[config.mk]
export PLATFORM = sky130hd
export DESIGN_NAME = json_string_unescape_utf8_core
export DESIGN_NICKNAME = d
export VERILOG_FILES = /design/src/jsu_pkg.sv /design/src/jsu_front.sv /design/src/jsu_queue.sv /design/src/jsu_back.sv /design/src/json_string_unescape_utf8_core.sv
export SDC_FILE = /design/constraint.sdc
export NUM_CORES = 1
export LEC_CHECK = 0
export ABC_AREA = 1
export BUFFER_PORTS_ARGS = -buffer_cell sky130_fd_sc_hd__buf_2
export CAP_MARGIN = 20
export CELL_PAD_IN_SITES_DETAIL_PLACEMENT = 1
export CELL_PAD_IN_SITES_GLOBAL_PLACEMENT = 2
export CORE_AREA = 5 5 207 209
export CTS_BUF_LIST = sky130_fd_sc_hd__clkbuf_8
export DETAILED_ROUTE_END_ITERATION = 6
export DIE_AREA = 0 0 212 214
export HOLD_SLACK_MARGIN = 0.08
export PLACE_DENSITY = 0.66
export SYNTH_ARGS = -nofsm -noshare
export SYNTH_HDL_FRONTEND = slang
export SYNTH_HIERARCHICAL = 1
export SYNTH_SLANG_ARGS = --single-unit
[constraint.sdc]
create_clock -name clk -period 6.35 [get_ports clk]
set_clock_uncertainty 0.15 [all_clocks]
set_input_delay 1.27 -clock clk [delete_from_list [all_inputs] [get_ports clk]]
set_output_delay 1.27 -clock clk [all_outputs]
set_load 0.005 [all_outputs]
[src/jsu_pkg.sv]
// Shared types, character codes and helper functions for the JSON string unescaper.
package jsu_pkg;

  localparam int unsigned JSU_QUEUE_DEPTH = 4;

  localparam logic [2:0] ERR_NONE         = 3'd0;
  localparam logic [2:0] ERR_NO_QUOTE     = 3'd1;
  localparam logic [2:0] ERR_UNTERMINATED = 3'd2;
  localparam logic [2:0] ERR_ESC_END      = 3'd3;
  localparam logic [2:0] ERR_HEX_END      = 3'd4;
  localparam logic [2:0] ERR_BAD_HEX      = 3'd5;
  localparam logic [2:0] ERR_BAD_ESC      = 3'd6;

  localparam logic [7:0] CH_QUOTE     = 8'h22;
  localparam logic [7:0] CH_BACKSLASH = 8'h5C;
  localparam logic [7:0] CH_U         = 8'h75;

  localparam logic [15:0] HIGH_MIN = 16'hD800;
  localparam logic [15:0] HIGH_MAX = 16'hDBFF;
  localparam logic [15:0] LOW_MIN  = 16'hDC00;
  localparam logic [15:0] LOW_MAX  = 16'hDFFF;
  localparam logic [20:0] SUPP_BASE = 21'h10000;

  typedef struct packed {
    logic [7:0] in_byte;
    logic       at_end;
  } jsu_in_t;

  typedef struct packed {
    logic [7:0] out_byte;
    logic       byte_valid;
    logic       string_done;
    logic [2:0] error_code;
    logic       last;
  } jsu_out_t;

  // All results of one input item: leading bytes, then an optional done/error.
  typedef struct packed {
    logic [2:0]      nbytes;
    logic [3:0][7:0] bytes;
    logic            term_en;
    logic            term_done;
    logic [2:0]      term_err;
  } jsu_bundle_t;

  typedef struct packed {
    logic [2:0]      cnt;
    logic [3:0][7:0] bytes;
  } jsu_utf8_t;

  typedef struct packed {
    logic       ok;
    logic [3:0] val;
  } jsu_hex_t;

  typedef struct packed {
    logic       ok;
    logic [7:0] lit;
  } jsu_lit_t;

  function automatic jsu_utf8_t utf8_encode(input logic [20:0] cp);
    jsu_utf8_t e;
    e = '0;
    if (cp <= 21'h7F) begin
      e.cnt      = 3'd1;
      e.bytes[0] = cp[7:0];
    end else if (cp <= 21'h7FF) begin
      e.cnt      = 3'd2;
      e.bytes[0] = {3'b110, cp[10:6]};
      e.bytes[1] = {2'b10, cp[5:0]};
    end else if (cp <= 21'hFFFF) begin
      e.cnt      = 3'd3;
      e.bytes[0] = {4'b1110, cp[15:12]};
      e.bytes[1] = {2'b10, cp[11:6]};
      e.bytes[2] = {2'b10, cp[5:0]};
    end else begin
      e.cnt      = 3'd4;
      e.bytes[0] = {5'b11110, cp[20:18]};
      e.bytes[1] = {2'b10, cp[17:12]};
      e.bytes[2] = {2'b10, cp[11:6]};
      e.bytes[3] = {2'b10, cp[5:0]};
    end
    return e;
  endfunction

  function automatic jsu_hex_t hex_decode(input logic [7:0] c);
    jsu_hex_t h;
    h = '0;
    if (c >= 8'h30 && c <= 8'h39) begin
      h.ok  = 1'b1;
      h.val = 4'(c - 8'h30);
    end else if (c >= 8'h61 && c <= 8'h66) begin
      h.ok  = 1'b1;
      h.val = 4'(c - 8'h57);
    end else if (c >= 8'h41 && c <= 8'h46) begin
      h.ok  = 1'b1;
      h.val = 4'(c - 8'h37);
    end
    return h;
  endfunction

  function automatic jsu_lit_t simple_escape(input logic [7:0] c);
    jsu_lit_t r;
    r.ok = 1'b1;
    unique case (c)
      8'h22:   r.lit = 8'h22;
      8'h5C:   r.lit = 8'h5C;
      8'h2F:   r.lit = 8'h2F;
      8'h62:   r.lit = 8'h08;
      8'h66:   r.lit = 8'h0C;
      8'h6E:   r.lit = 8'h0A;
      8'h72:   r.lit = 8'h0D;
      8'h74:   r.lit = 8'h09;
      default: begin
        r.ok  = 1'b0;
        r.lit = 8'h00;
      end
    endcase
    return r;
  endfunction

endpackage

[src/jsu_front.sv]
// Front end: string parser state machine, turns each input byte into a result bundle.
module jsu_front (
  input  logic                 clk,
  input  logic                 rst_n,
  input  logic                 in_valid,
  output logic                 in_ready,
  input  jsu_pkg::jsu_in_t     in_data,
  input  logic                 q_full,
  output logic                 q_push,
  output jsu_pkg::jsu_bundle_t q_data
);
  import jsu_pkg::*;

  typedef enum logic [2:0] {
    PH_WAIT,
    PH_BODY,
    PH_ESC,
    PH_HEX,
    PH_HIGH,
    PH_HIGH_BS
  } phase_t;

  phase_t      phase_r, phase_nxt;
  logic [15:0] acc_r, acc_nxt;
  logic [1:0]  cnt_r, cnt_nxt;
  logic [15:0] high_r, high_nxt;
  logic        low_r, low_nxt;

  logic        accept;
  logic [7:0]  c;
  logic        at_end;
  jsu_hex_t    hx;
  jsu_lit_t    sl;
  logic [15:0] v;
  jsu_utf8_t   hi_enc;
  jsu_utf8_t   val_enc;
  logic [20:0] pair_cp;

  // tail actions shared by several phases
  logic        tb_byte_en;
  logic [7:0]  tb_byte;
  logic        tb_term;
  logic        tb_done;
  logic [2:0]  tb_err;
  phase_t      tb_phase;
  logic        te_byte_en;
  logic [7:0]  te_byte;
  logic        te_term;
  logic [2:0]  te_err;
  phase_t      te_phase;
  logic        te_is_u;

  jsu_bundle_t bnd;

  assign c        = in_data.in_byte;
  assign at_end   = in_data.at_end;
  assign in_ready = !q_full;
  assign accept   = in_valid && in_ready;
  assign hx       = hex_decode(c);
  assign sl       = simple_escape(c);
  assign v        = {acc_r[11:0], hx.val};
  assign hi_enc   = utf8_encode({5'b0, high_r});
  assign pair_cp  = SUPP_BASE + {1'b0, high_r[9:0], v[9:0]};

  // body byte action
  always_comb begin
    tb_byte_en = 1'b0;
    tb_byte    = c;
    tb_term    = 1'b0;
    tb_done    = 1'b0;
    tb_err     = ERR_NONE;
    tb_phase   = PH_BODY;
    if (at_end) begin
      tb_term  = 1'b1;
      tb_err   = ERR_UNTERMINATED;
      tb_phase = PH_WAIT;
    end else if (c == CH_QUOTE) begin
      tb_term  = 1'b1;
      tb_done  = 1'b1;
      tb_phase = PH_WAIT;
    end else if (c == CH_BACKSLASH) begin
      tb_phase = PH_ESC;
    end else begin
      tb_byte_en = 1'b1;
    end
  end

  // escape character action
  always_comb begin
    te_byte_en = 1'b0;
    te_byte    = sl.lit;
    te_term    = 1'b0;
    te_err     = ERR_NONE;
    te_phase   = PH_BODY;
    te_is_u    = 1'b0;
    if (at_end) begin
      te_term  = 1'b1;
      te_err   = ERR_ESC_END;
      te_phase = PH_WAIT;
    end else if (c == CH_U) begin
      te_is_u  = 1'b1;
      te_phase = PH_HEX;
    end else if (sl.ok) begin
      te_byte_en = 1'b1;
    end else begin
      te_term  = 1'b1;
      te_err   = ERR_BAD_ESC;
      te_phase = PH_WAIT;
    end
  end

  always_comb begin
    phase_nxt = phase_r;
    acc_nxt   = acc_r;
    cnt_nxt   = cnt_r;
    high_nxt  = high_r;
    low_nxt   = low_r;
    bnd       = '0;
    val_enc   = '0;
    unique case (phase_r)
      PH_BODY: begin
        phase_nxt     = tb_phase;
        bnd.nbytes    = {2'b0, tb_byte_en};
        bnd.bytes[0]  = tb_byte;
        bnd.term_en   = tb_term;
        bnd.term_done = tb_done;
        bnd.term_err  = tb_err;
      end
      PH_ESC: begin
        phase_nxt    = te_phase;
        bnd.nbytes   = {2'b0, te_byte_en};
        bnd.bytes[0] = te_byte;
        bnd.term_en  = te_term;
        bnd.term_err = te_err;
        if (te_is_u) begin
          acc_nxt = '0;
          cnt_nxt = '0;
          low_nxt = 1'b0;
        end
      end
      PH_HEX: begin
        if (at_end) begin
          bnd.term_en  = 1'b1;
          bnd.term_err = ERR_HEX_END;
          phase_nxt    = PH_WAIT;
        end else if (!hx.ok) begin
          bnd.term_en  = 1'b1;
          bnd.term_err = ERR_BAD_HEX;
          phase_nxt    = PH_WAIT;
        end else begin
          acc_nxt = v;
          if (cnt_r != 2'd3) begin
            cnt_nxt = cnt_r + 2'd1;
          end else begin
            cnt_nxt = '0;
            if (low_r) begin
              low_nxt = 1'b0;
              if (v >= LOW_MIN && v <= LOW_MAX) begin
                val_enc = utf8_encode(pair_cp);
              end else begin
                val_enc = hi_enc;  // second value is dropped
              end
              bnd.nbytes = val_enc.cnt;
              bnd.bytes  = val_enc.bytes;
              phase_nxt  = PH_BODY;
            end else if (v >= HIGH_MIN && v <= HIGH_MAX) begin
              high_nxt  = v;
              phase_nxt = PH_HIGH;
            end else begin
              val_enc    = utf8_encode({5'b0, v});
              bnd.nbytes = val_enc.cnt;
              bnd.bytes  = val_enc.bytes;
              phase_nxt  = PH_BODY;
            end
          end
        end
      end
      PH_HIGH: begin
        if (!at_end && c == CH_BACKSLASH) begin
          phase_nxt = PH_HIGH_BS;
        end else begin
          // pending high surrogate is always three bytes
          phase_nxt     = tb_phase;
          bnd.bytes     = hi_enc.bytes;
          bnd.bytes[3]  = tb_byte;
          bnd.nbytes    = 3'd3 + {2'b0, tb_byte_en};
          bnd.term_en   = tb_term;
          bnd.term_done = tb_done;
          bnd.term_err  = tb_err;
        end
      end
      PH_HIGH_BS: begin
        if (!at_end && c == CH_U) begin
          acc_nxt   = '0;
          cnt_nxt   = '0;
          low_nxt   = 1'b1;
          phase_nxt = PH_HEX;
        end else begin
          phase_nxt    = te_phase;
          bnd.bytes    = hi_enc.bytes;
          bnd.bytes[3] = te_byte;
          bnd.nbytes   = 3'd3 + {2'b0, te_byte_en};
          bnd.term_en  = te_term;
          bnd.term_err = te_err;
        end
      end
      default: begin
        if (!at_end && c == CH_QUOTE) begin
          phase_nxt = PH_BODY;
          low_nxt   = 1'b0;
          cnt_nxt   = '0;
        end else begin
          phase_nxt    = PH_WAIT;
          bnd.term_en  = 1'b1;
          bnd.term_err = ERR_NO_QUOTE;
        end
      end
    endcase
  end

  assign q_data = bnd;
  assign q_push = accept && ((bnd.nbytes != 3'd0) || bnd.term_en);

  always_ff @(posedge clk) begin
    if (!rst_n) begin
      phase_r <= PH_WAIT;
      acc_r   <= '0;
      cnt_r   <= '0;
      high_r  <= '0;
      low_r   <= 1'b0;
    end else if (accept) begin
      phase_r <= phase_nxt;
      acc_r   <= acc_nxt;
      cnt_r   <= cnt_nxt;
      high_r  <= high_nxt;
      low_r   <= low_nxt;
    end
  end

endmodule

[src/jsu_queue.sv]
// Small FIFO of result bundles between the parser and the output stage.
module jsu_queue #(
  parameter int unsigned DEPTH = jsu_pkg::JSU_QUEUE_DEPTH
) (
  input  logic                 clk,
  input  logic                 rst_n,
  input  logic                 push,
  input  jsu_pkg::jsu_bundle_t push_data,
  output logic                 full,
  input  logic                 pop,
  output logic                 empty,
  output jsu_pkg::jsu_bundle_t head
);
  import jsu_pkg::*;

  localparam int unsigned AW = (DEPTH > 1) ? $clog2(DEPTH) : 1;
  localparam int unsigned CW = $clog2(DEPTH + 1);
  localparam logic [AW-1:0] LAST_IDX = AW'(DEPTH - 1);
  localparam logic [CW-1:0] FULL_CNT = CW'(DEPTH);

  jsu_bundle_t   mem_r [DEPTH];
  logic [AW-1:0] wr_ptr_r, rd_ptr_r;
  logic [CW-1:0] count_r;
  logic          do_push, do_pop;

  assign full    = (count_r == FULL_CNT);
  assign empty   = (count_r == '0);
  assign do_push = push && !full;
  assign do_pop  = pop && !empty;
  assign head    = mem_r[rd_ptr_r];

  always_ff @(posedge clk) begin
    if (do_push) begin
      mem_r[wr_ptr_r] <= push_data;
    end
  end

  always_ff @(posedge clk) begin
    if (!rst_n) begin
      wr_ptr_r <= '0;
      rd_ptr_r <= '0;
      count_r  <= '0;
    end else begin
      if (do_push) begin
        wr_ptr_r <= (wr_ptr_r == LAST_IDX) ? '0 : wr_ptr_r + AW'(1);
      end
      if (do_pop) begin
        rd_ptr_r <= (rd_ptr_r == LAST_IDX) ? '0 : rd_ptr_r + AW'(1);
      end
      if (do_push && !do_pop) begin
        count_r <= count_r + CW'(1);
      end else if (do_pop && !do_push) begin
        count_r <= count_r - CW'(1);
      end
    end
  end

endmodule

[src/jsu_back.sv]
// Back end: unpacks bundles into single result beats behind an output register.
module jsu_back (
  input  logic                 clk,
  input  logic                 rst_n,
  input  logic                 q_empty,
  input  jsu_pkg::jsu_bundle_t q_head,
  output logic                 q_pop,
  output logic                 out_valid,
  input  logic                 out_ready,
  output jsu_pkg::jsu_out_t    out_data
);
  import jsu_pkg::*;

  logic [1:0] sel_r;
  logic       out_valid_r;
  jsu_out_t   out_r;
  jsu_out_t   res;
  logic [2:0] total;
  logic       is_byte;
  logic       is_last;
  logic       load;

  assign total   = q_head.nbytes + {2'b0, q_head.term_en};
  assign is_byte = ({1'b0, sel_r} < q_head.nbytes);
  assign is_last = (({1'b0, sel_r} + 3'd1) == total);
  assign load    = !q_empty && (!out_valid_r || out_ready);
  assign q_pop   = load && is_last;

  always_comb begin
    res             = '0;
    res.byte_valid  = is_byte;
    res.out_byte    = is_byte ? q_head.bytes[sel_r] : 8'h00;
    res.string_done = !is_byte && q_head.term_done;
    res.error_code  = is_byte ? ERR_NONE : q_head.term_err;
    res.last        = is_last;
  end

  always_ff @(posedge clk) begin
    if (load) begin
      out_r <= res;
    end
  end

  always_ff @(posedge clk) begin
    if (!rst_n) begin
      sel_r       <= '0;
      out_valid_r <= 1'b0;
    end else begin
      if (load) begin
        out_valid_r <= 1'b1;
        sel_r       <= is_last ? 2'd0 : sel_r + 2'd1;
      end else if (out_ready) begin
        out_valid_r <= 1'b0;
      end
    end
  end

  assign out_valid = out_valid_r;
  assign out_data  = out_r;

endmodule

[src/json_string_unescape_utf8_core.sv]
// Top level of the JSON string unescaper with UTF-8 output.
// Takes one text byte (or end mark) per cycle whenever the bundle queue has room;
// each byte makes zero to four result beats, which leave one per cycle while
// out_ready is high, so the output port sets the sustained rate. The parser
// decides all results of a byte in the cycle it is accepted and pushes them
// as one bundle into the queue; the first beat then passes through the back
// end's output register. QUEUE_DEPTH bundles can wait between parser and output.
module json_string_unescape_utf8_core #(
  parameter int unsigned QUEUE_DEPTH = jsu_pkg::JSU_QUEUE_DEPTH
) (
  input  logic              clk,
  input  logic              rst_n,
  input  logic              in_valid,
  output logic              in_ready,
  input  jsu_pkg::jsu_in_t  in_data,
  output logic              out_valid,
  input  logic              out_ready,
  output jsu_pkg::jsu_out_t out_data
);
  import jsu_pkg::*;

  logic        q_push, q_full, q_pop, q_empty;
  jsu_bundle_t q_wdata, q_head;

  jsu_front u_front (
    .clk      (clk),
    .rst_n    (rst_n),
    .in_valid (in_valid),
    .in_ready (in_ready),
    .in_data  (in_data),
    .q_full   (q_full),
    .q_push   (q_push),
    .q_data   (q_wdata)
  );

  jsu_queue #(
    .DEPTH (QUEUE_DEPTH)
  ) u_queue (
    .clk       (clk),
    .rst_n     (rst_n),
    .push      (q_push),
    .push_data (q_wdata),
    .full      (q_full),
    .pop       (q_pop),
    .empty     (q_empty),
    .head      (q_head)
  );

  jsu_back u_back (
    .clk       (clk),
    .rst_n     (rst_n),
    .q_empty   (q_empty),
    .q_head    (q_head),
    .q_pop     (q_pop),
    .out_valid (out_valid),
    .out_ready (out_ready),
    .out_data  (out_data)
  );

endmodule
==> Yosys cells after proc, flatten, opt, wreduce, memory -nomap -nowiden <==
Memory sizes are Yosys's and may differ from the RTL's. A register that Yosys moved wholly into a read port is not among the register bits.
Index checks and enable logic that the tools add are counted.
{ "word_totals": {"reg_bits": 58, "ramBits": 160, "inputBits": 13, "output_inout_bits": 16, "elab_cells": 231, "memories": 1} }
{ "memory_table": {"columns": ["memory", "words", "width", "rd", "rd_ports_with_merged_regs", "wr", "line_no", "source"], "rows": [
  ["u_queue.mem_r", 4, 40, 1, 1, 1, "jsu_queue.sv:21", "jsu_bundle_t mem_r [DEPTH];"]
]} }
{ "op_classes": {"addsub": 14, "magnitude_cmp": 19, "eq_ne": 25, "n_mux": 114, "n_bitwise": 4, "reduce_logical": 39} }
{ "ops": {"columns": ["operator", "count"], "rows": [
  ["$mux 35", 6],
  ["$mux 24", 5],
  ["$pmux 24 s3", 1],
  ["$mux 3", 23],
  ["$eq 8x7->1 const B", 7],
  ["$mux 8", 7],
  ["$pmux 7 s8", 1],
  ["$mux 12", 4],
  ["$mux 16", 3],
  ["$pmux 3 s5", 3],
  ["$mux 40", 1],
  ["$pmux 8 s5", 1],
  ["$mux 36", 1],
  ["$pmux 12 s3", 1],
  ["$mux 1", 33],
  ["$ge 16x16->1 const B", 2],
  ["$le 16x11->1 const B", 2],
  ["$le 16x16->1 const B", 2],
  ["$le 16x7->1 const B", 2],
  ["$mux 2", 14],
  ["$mux 22", 1],
  ["$add 17x20->21 const A", 1],
  ["$le 21x11->1 const B", 1],
  ["$le 21x16->1 const B", 1],
  ["45 further kinds", 92]
]} }

==> Depth between registers and ports, before layout <==
{ "depth": {"depth_word": 24, "ltp_mapped": 33, "mapped_depth_nobuf": 33} }

==> Hierarchy <==
The synthesis kept the hierarchy.
{ "modules_own_cells": {"columns": ["module", "n_inst", "cells_each", "area_each_um2", "seq_area_each_um2"], "rows": [
  ["jsu_queue", 1, 459, 6550.0, 4984.8],
  ["jsu_front", 1, 810, 4458.0, 680.7],
  ["jsu_back", 1, 138, 1088.5, 480.5]
]} }

==> Least setup slack after synthesis <==
No wires, ideal clock.
{ "synth_timing": {"path_type": "in2reg", "startpoint": "input in_data[1] in the netlist's numbering", "endpoint": "memory u_queue/mem_r[0][0] in the netlist's numbering (enable)", "setup_time_ns": 0.437, "arrival_time_ns": 5.078, "required_time_ns": 5.763, "path_slack_ns": 0.684, "path_stages": 22, "n_path_buf": 0, "cell_sequence": "inv_1 ha_1 inv_1 nand2_1 nand2_1 nand2_1 nand2_4 nand2_1 nand2_2 nor2_8 nand2_1 nor2_4 nand2_1 nand2_2 nand2_4 nor2_8 nand4_4 nand3_1 nor2_1 a21oi_2 nand2_2 nor2_1"} }
{ "synth_between": {"elab_chain_len": 22, "elab_cells_between_ends": 78, "classes_between": "add/sub (6); order compare (15); eq/ne (9); mux (35); reduce/logical (13)"} }
{ "synth_lines": {"columns": ["element", "line_no", "source"], "rows": [
  ["start: declaration", "json_string_unescape_utf8_core.sv:15", "input jsu_pkg::jsu_in_t in_data,"],
  ["$ge 8x7->1 or $le 8x7->1 (tied branches)", "jsu_pkg.sv:95", "end else if (c >= 8'h41 && c <= 8'h46) begin"],
  ["$logic_and 1x1->1", "jsu_pkg.sv:95", null],
  ["$mux 5", "jsu_pkg.sv:95", null],
  ["$mux 5", "jsu_pkg.sv:92", "end else if (c >= 8'h61 && c <= 8'h66) begin"],
  ["$mux 5", "jsu_pkg.sv:89", "if (c >= 8'h30 && c <= 8'h39) begin"],
  ["$add 17x20->21", "jsu_front.sv:63", "assign pair_cp = SUPP_BASE + {1'b0, high_r[9:0], v[9:0]};"],
  ["$le 21x16->1", "jsu_pkg.sv:71", "end else if (cp <= 21'hFFFF) begin"],
  ["$mux 3", "jsu_pkg.sv:71", null],
  ["[... 7 more ...]", null, null],
  ["$pmux 3 s5", "jsu_front.sv:120", "unique case (phase_r)"],
  ["$reduce_bool 3->1", "jsu_front.sv:222", "assign q_push = accept && ((bnd.nbytes != 3'd0) || bnd.term_en);"],
  ["$logic_or 1x1->1 *", "jsu_front.sv:222", null],
  ["$logic_and 1x1->1 *", "jsu_front.sv:222", null],
  ["via q_push", "json_string_unescape_utf8_core.sv:22", "logic q_push, q_full, q_pop, q_empty;"],
  ["$logic_and 1x1->1 *", "jsu_queue.sv:28", "assign do_push = push && !full;"],
  ["$mux 1 *", "jsu_queue.sv:33", "if (do_push) begin"],
  ["$mux 1 (not written as such) *", "jsu_queue.sv:34", "mem_r[wr_ptr_r] <= push_data;"],
  ["end: declaration", "jsu_queue.sv:21", null]
]} }
Mark *: on every way through the listed nets, which the timed path passes. The rest lies on a longest branch.

==> impl_metrics.py <==
metrics = {
    "critical_path": {
        "cp-start-kind": "primary input",
        "end_kind": "flop",
        "cp.required_ps": 6690,
        "criticalPathCategory": "primary input to flop",
        "critPathMaxStageDelay_ps": 380,
        "crit_top_cell": "nand2_1",
        "crit_fanout": 8,
        "slowest_stage": "fa_1",
        "worstPathArrival_ps": 5320,
    },
    "synthesis": {
        "syn_avg_cell_area_um2": 8.60,
        "ys_ff_latch": 220,
        "synth_ff_type": "edfxtp_1",
        "synthesis.area_um2": 12100,
        "ys.warnings.count": 6,
        "syn_inst": 1407,
        "ys_types": 60,
        "synth_seq_area_share": 0.508,
        "synth-edff-count": 174,
        "async_flop_share": 0,
    },
    "sta": {
        "max_clock_freq_mhz": 201,
        "hold_violations": 0,
        "final_max_slew_viol_count": 0,
        "fin_crit_sh": 0.785,
        "rsz0062_at_grt": "no",
        "slew_headroom": 0.387,
        "setup_tns_ps": 0,
        "period_needed_ps": 4990,
        "holdWs_ps": 323,
        "tightest_slew_ps": 919,
        "setup_viol": 0,
    },
    "run": {
        "drv_cap": 0,
    },
    "clock_network": {
        "clock_sinks": 220,
        "cts_buffers": 40,
        "clock-root-buffer": "clkbuf_8",
        "cts_buffer_depth": 3,
        "cts_tree": "built",
        "cts-resized-gates": 0,
        "htree_num_levels": 2,
        "post_cts.repair.setup_buffers": 0,
        "path_clk_slew_ps": 60,
        "ctsHoldBuffers": 0,
        "clkLatencyLatePin_ps": 590,
    },
    "detailed_routing": {
        "dr.pass1.iters": 5,
        "ant_nets": 0,
        "wl_per_cell_um": 21.0,
        "drt_first_iter_violations": 651,
        "vias": 10200,
        "drt-vias-per-instance": 5.09,
        "wirelength_mm": 41.9,
        "drc_errors": 0,
    },
    "power": {
        "p_sw_mw": 1.67,
        "swShare": 0.367,
        "p_clk_frac": 0.277,
        "leakage_nw": 5.24,
        "power_mw": 4.57,
        "internal_power_mw": 2.89,
        "ir_drop_v": 0.000144,
        "p_per_area_nw_per_um2": 342,
        "pwr-share-comb": 0.303,
        "seqPwrFrac": 0.420,
    },
    "die": {
        "start_util": 0.298,
        "coreArea_um2": 40600,
        "die_w_um": 212,
        "die_h_um": 214,
        "top_level_ports": 29,
        "die_area_um2": 45400,
        "core.rowCount": 74,
    },
    "layout": {
        "diodes": 0,
        "fin_nets": 1471,
        "final_common_cell": "nand2_1",
        "layout_common_cells": "nand2_1, nor2_1, edfxtp_1, inv_1, o21ai_0",
        "area.growth.synth_to_final_pct": 10.5,
        "drive_gt1_frac": 0.111,
        "finalInstanceArea_um2": 13400,
    },
    "grt": {
        "antenna_found_initial": 0,
        "globalRouteOverflowTotal": 0,
        "grt_pass1_wl_mm": 64.5,
        "grt_max_degree": 81,
        "grt_pass1_vias": 10500,
        "track_usage": 0.183,
    },
    "place": {
        "numPortBuffers": 28,
        "gp_congestion": 0.888,
        "dpl_cell_area_um2": 12600,
        "hpwl_mm": 30.1,
    },
    "outcome": {
        "status": "finished clean",
    },
    "hold_path": {
        "min_path_type": "flop to flop",
    },
}
path summary, 6_finish.rpt:
path	depth (start not counted)	endpoint	slack, ps	start
max	32	u_queue/count_r[2]	1360	in_data[1]
min	2	u_front/cnt_r[1]	320	u_front/cnt_r[1]
max reg2reg	23	u_queue/count_r[2]	1790	u_front/acc_r[3]
min reg2reg	2	u_front/cnt_r[1]	320	u_front/cnt_r[1]
worst max-delay path: cells and delay by family:
kind / cells / cell delay [ps]
AOI/OAI and AO/OA: 1 / 180
adders and majority gates: 3 / 800
and+or+nand+nor: 20 / 2300
buffers and inverters: 8 / 760
stage by stage:
stage / std cells / worst slack, ps / utilization
2_1_floorplan: 1408 / 684 / -
3_3_place_gp: 1929 / 931 / 0.311
3_5_place_dp: 1929 / 794 / 0.311
4_1_cts: 2000 / 1410 / 0.329
5_1_grt: 2000 / 973 / 0.329
6_report: 2000 / 1360 / 0.329
Yosys cell counts (10+ instances only):
cell type,number,area (um^2)
a211oi_1,10,75.1
o22ai_1,54,338
nor3_1,16,80.1
nor2_1,213,800
inv_1,149,559
dfxtp_1,46,921
nand2_2,12,75.1
edfxtp_1,174,5230
a21oi_1,76,380
ha_1,18,225
buf_2,14,70.1
nand4_1,22,138
clkbuf_1,17,63.8
nand3_1,49,245
o21ai_1,50,250
nand2_1,259,972
o21ai_0,94,470
per-layer routing:
layer / vias to the layer above / track usage / wire, um
met5: - / 0 / 0
met4: 0 / 0.0571 / 1020
met3: 53 / 0.0240 / 1510
met2: 192 / 0.295 / 19500
met1: 5057 / 0.256 / 19900
li1: 4885 / - / -
flip-flops by register name, summed over array words and instances, names as in the netlist, named ones only:
signal and count:
u_queue/mem_r 160, u_back/out_data 14, u_front/acc_r 12, u_front/phase_r 3
u_back/sel_r 2, u_back/out_valid 1, u_queue/rd_ptr_r 2, u_front/high_r 16
u_front/low_r 1, u_queue/wr_ptr_r 2, u_queue/count_r 3, u_front/cnt_r 2
logic make-up (layout without fill, tap and decap cells):
| group | after synthesis | in the layout | synth area share |
|---|---|---|---|
| flip-flops | 220 | 220 | 0.508 |
| other | 1 | 2 | 0.000310 |
| AO/OA/AOI/OAI | 328 | 328 | 0.154 |
| AND/OR/NAND/NOR | 614 | 614 | 0.225 |
| adder cells (fa/ha/maj) | 19 | 19 | 0.0203 |
| buffers and inverters | 221 | 281 | 0.0895 |
| XOR/XNOR | 4 | 4 | 0.00290 |
layout make-up:
type | count | area [um^2]
Fill cell | 4867 | 27300
Sequential cell | 220 | 6150
Multi-Input combinational cell | 967 | 4900
Tap cell | 532 | 666
Inverter | 165 | 647
Clock buffer | 41 | 564
Timing Repair Buffer | 45 | 268
Clock inverter | 30 | 169
power by group through the flow:
stage               clock network, mW  registers (mW)  logic [mW]
floorplan                           0            1.91        1.06
global placement                    0            1.95        1.39
detailed placement                  0            1.95        1.42
CTS                              1.31            1.92        1.42
global route                     1.38            1.94        1.57
finish                           1.26            1.92        1.38
(Power assumes the default switching activity.)
